==> config.mk <==
export PLATFORM = sky130hd
export DESIGN_NAME = ffa_out_reg
export DESIGN_NICKNAME = d
export VERILOG_FILES = /design/src/rtl/ffa_out_reg.sv
export SDC_FILE = /design/constraint.sdc
export NUM_CORES = 1
export LEC_CHECK = 0
export ABC_AREA = 1
export BUFFER_PORTS_ARGS = -buffer_cell sky130_fd_sc_hd__buf_2
export CAP_MARGIN = 20
export CORE_MARGIN = 1
export CORE_UTILIZATION = 35
export DETAILED_ROUTE_END_ITERATION = 8
export PLACE_DENSITY = 0.69
export SLEW_MARGIN = 20
export SYNTH_ARGS = -nofsm -noshare
export SYNTH_HDL_FRONTEND = slang
export SYNTH_SLANG_ARGS = --single-unit
==> constraint.sdc <==
create_clock -name aclk -period 2.25 [get_ports aclk]
set_input_delay 0.225 -clock aclk [delete_from_list [all_inputs] [get_ports aclk]]
set_output_delay 0.225 -clock aclk [all_outputs]
set_load 0.005 [all_outputs]
==> src/rtl/ffa_out_reg.sv <==
// ----------------------------------------------------------------------------
// ffa_out_reg
// One-entry output register between the sequencer and the result channel.
// ----------------------------------------------------------------------------
`timescale 1ns / 1ps

module ffa_out_reg #(
    parameter int WIDTH = 33
) (
    input  logic             aclk,
    input  logic             aresetn,
    input  logic             in_valid,
    output logic             in_ready,
    input  logic [WIDTH-1:0] in_data,
    output logic             out_valid,
    input  logic             out_ready,
    output logic [WIDTH-1:0] out_data
);

    logic             valid_reg;
    logic             valid_next;
    logic [WIDTH-1:0] data_reg;

    assign in_ready = !valid_reg || out_ready;

    always_comb begin
        valid_next = valid_reg;
        if (out_ready) begin
            valid_next = 1'b0;
        end
        if (in_valid && in_ready) begin
            valid_next = 1'b1;
        end
    end

    always_ff @(posedge aclk) begin
        if (!aresetn) begin
            valid_reg <= 1'b0;
        end else begin
            valid_reg <= valid_next;
        end
    end

    always_ff @(posedge aclk) begin
        if (in_valid && in_ready) begin
            data_reg <= in_data;
        end
    end

    assign out_valid = valid_reg;
    assign out_data  = data_reg;

endmodule

# Word level (Yosys, flattened, before mapping)
# Cells that the tools add are included.
# totals
output_inout_bits	35
reg_bits	34
word_cells	8
inputBits	37
# op_classes
mux	2
reduce_logical	4
# op_table
cell	count
two-way mux 1 bit	2
nonzero test 2 bit	1
logical AND 1 bit	1
zero test 1 bit	1
logical OR 1 bit	1

# Longest topological paths before layout
# depth
word_depth	4
depth_mapped	3

# Worst setup path before layout
# No wires, ideal clock.
# synth_path
path_kind	reg-to-reg
start	register valid_reg (netlist: out_valid)
end	register data_reg[0] (netlist: out_data[0]) (enable)
setup_time_ps	434
arrival_time_ps	1991
n_path_buf	0
setup_slack_ps	-175
path_stages_with_launch	2
period_less_slack_ps	2425
cell_sequence	dfxtp_1 -> a21oi_1
# synth_via
elab_chain_cells	3
# synth_lines
item	line_no	rtl
start: declaration	20	logic valid_reg;
start signal: assignment	40	valid_reg <= valid_next;
zero test 1 bit	24	assign in_ready = !valid_reg || out_ready;
logical OR 1 bit	24	
logical AND 1 bit	45	if (in_valid && in_ready) begin
end signal: assignment	46	data_reg <= in_data;
end: declaration	22	logic [WIDTH-1:0] data_reg;
# Every way passes these cells.
# A chain may end at the register's enable or synchronous reset.

# Worst setup path in the final report
# Ends and elaborated chain as after synthesis.

==> impl_metrics.env <==
export IMPL_multi_input_area_um2=31.28
export IMPL_synthCells=40
export IMPL_start_util_pct=37.47
export IMPL_critPathKind="register to register"
export IMPL_postCtsSetupBuffers=0
export IMPL_critical_path_max_fanout=33
export IMPL_via_count=663
export IMPL_cap_violations=0
export IMPL_grt_pass1_vias=653
export IMPL_clk_pin_slew_ns=0.10
export IMPL_cp_data_required_time_ns=2.24
export IMPL_grt_pass1_wl_mm=2.684
export IMPL_hold_start="in_data[13]"
export IMPL_r2r_start="out_valid"
export IMPL_finalMaxSlewViolations=0
export IMPL_antenna_found_initial=0
export IMPL_grt_use_total_pct=12.29
export IMPL_rsz0062_at_grt="no"
export IMPL_io_pins=72
export IMPL_dieArea_mm2=0.003200
export IMPL_grt_overflow=0
export IMPL_die_h_um=56.57
export IMPL_gp_congestion=0.6432
export IMPL_finalHoldViolCount=0
export IMPL_hold_path_class="primary input to register"
export IMPL_rows=19
export IMPL_place_hpwl_mm=1.276
export IMPL_worstPathCellList="a21oi_4, buf_4"
export IMPL_relSlewSlack_pct=73.82
export IMPL_tightestPinTransition_ns=0.3927
export IMPL_yosys_area_top_type_share_pct=95.08
export IMPL_synth_nets=77
export IMPL_cts_resized=0
export IMPL_slowest_delay_ns=0.37
export IMPL_yosysMostFrequentCell="edfxtp_1"
export IMPL_clock_sinks=34
export IMPL_detail_route_antenna_nets=0
export IMPL_seq_area_frac_synth_pct=97.00
export IMPL_drt_iter0_drc=24
export IMPL_port_buffers=71
export IMPL_end_kind="register"
export IMPL_critPathArrivalTime_ns=1.21
export IMPL_ys_warn_count=0
export IMPL_final_cell_count_no_fill=151
export IMPL_wirelength_mm=1.739
export IMPL_p_leak_nw=0.6683
export IMPL_first_pass_iters=4
export IMPL_cts_path_max_buffers=2
export IMPL_fmax_mhz=814.4
export IMPL_ys_flop_type="edfxtp_1"
export IMPL_status="finished clean"
export IMPL_clock_latency_ns=0.33
export IMPL_cts_buffers_inserted=5
export IMPL_setup_tns_ns=0
export IMPL_start_kind="register"
export IMPL_regArea_mm2=0.001011
export IMPL_fp_dieW_um=56.57
export IMPL_netlist_area_mm2=0.001042
export IMPL_async_flop_share_pct=0
export IMPL_nFillCells=246
export IMPL_finalSetupViolCount=0
export IMPL_place_inst=143
export IMPL_synth_edf_count=33
export IMPL_grt_max_degree=34
export IMPL_yosys_top_cells_area="edfxtp_1 95%, dfxtp_1 1.9%, a21oi_2 0.84%"
export IMPL_netlist_top_cells_count="33 x edfxtp_1, 2 x inv_1"
export IMPL_design_core_area_mm2=0.002781
export IMPL_synthDistinctLibCells=7
export IMPL_postSynthAreaPerCell_um2=26.06
export IMPL_synth_seq_cells=34
export IMPL_finalCritPeriodShare_pct=54.57
export IMPL_crit_slowest_cell="dfxtp_1"
export IMPL_period_needed_ns=1.228
export IMPL_antenna_cells=0
export IMPL_synthToLayoutAreaGrowth_pct=45.38
export IMPL_cts_tree="yes"
export IMPL_routed_via_density=4.391
export IMPL_root_buffer="clkbuf_4"
export IMPL_h_tree_depth=2
export IMPL_skew_ns=0.006442
export IMPL_synth_largest_area_cell="edfxtp_1"
export IMPL_post_drt_wl_per_cell_um=11.52
export IMPL_layout_drive_gt1_share_pct=69.17
export IMPL_nets=156
export IMPL_cts_hold_buf=0
export IMPL_remaining_drc_errors=0
export IMPL_ir_worst_vdd_uv=563.5
export IMPL_startpoint="out_valid"
export IMPL_power_density_mw_per_mm2=775.3
==> layout by cell type (no fill, tap or decap), drive strengths merged <==
cell type and n:
buf 72, inv 3, dfxtp 1, edfxtp 33
a21oi 2, clkinv 1, nand2 1, clkbuf 7
==> critical path, delay by kind of cell, from the launching register on <==
kind | cells | cell delay [ns]
compound gates | 1 | 0.15
buf+inv | 1 | 0.37
flops | 1 | 0.37
==> cell families (layout without fill, tap and decap cells) <==
group	Yosys count	in the layout	synth area share, %
flops	34	34	97.00
compound gates	2	2	1.320
buf+inv	3	83	1.080
simple gates	1	1	0.6006
==> power by group <==
group / total, W / internal, W / switching (W)
clock: 0.000339 / 0.000151 / 0.000188
combinational: 0.0000893 / 0.0000478 / 0.0000416
sequential: 0.000747 / 0.000738 / 0.00000905
==> area by class of cell <==
type | instances | area share [%]
flip-flops and latches | 34 | 66.72
repair buffers | 72 | 23.95
clock buffers | 7 | 3.633
well taps | 31 | 2.560
multi-input cells | 3 | 2.064
inverters | 3 | 0.7432
clock inverters | 1 | 0.3303
==> metrics by stage <==
| stage | hold WS [ns] | setup WS [ns] | cell area (um^2) | power, W | utilization (%) |
|---|---|---|---|---|---|
| after detailed placement | 0.4031 | 1.007 | 1455 | 0.0008535 | 52.32 |
| after global placement | 0.4013 | 1.067 | 1455 | 0.0008496 | 52.32 |
| after global routing | 0.03141 | 0.9440 | 1515 | 0.001231 | 54.48 |
| after CTS | 0.04040 | 1.002 | 1515 | 0.001198 | 54.48 |
| final | 0.06224 | 1.022 | 1515 | 0.001175 | 54.48 |
| after floorplan | 0.3239 | 0.5577 | 1046 | 0.0007833 | - |
==> path summary, 6_finish.rpt <==
path              slack, ns           end  cells past startpoint
setup / recovery       1.02   out_data[0]                      2
hold / removal         0.06  out_data[13]                      1
setup reg to reg       1.02   out_data[0]                      2
hold reg to reg        0.54     out_valid                      2
==> per-layer routing <==
metal / track usage [%] / part of all wire (%) / wire [um]
met5: 0 / 0 / 0
met4: 7.317 / 2.8 / 48
met3: 9.908 / 17 / 289
met2: 19.33 / 46 / 794
met1: 10.68 / 35 / 607
==> state kept, by name, summed over array words and instances (netlist names) <==
signal,count
out_valid,1
out_data,33
Note: power is estimated with default switching activity, not from simulation.
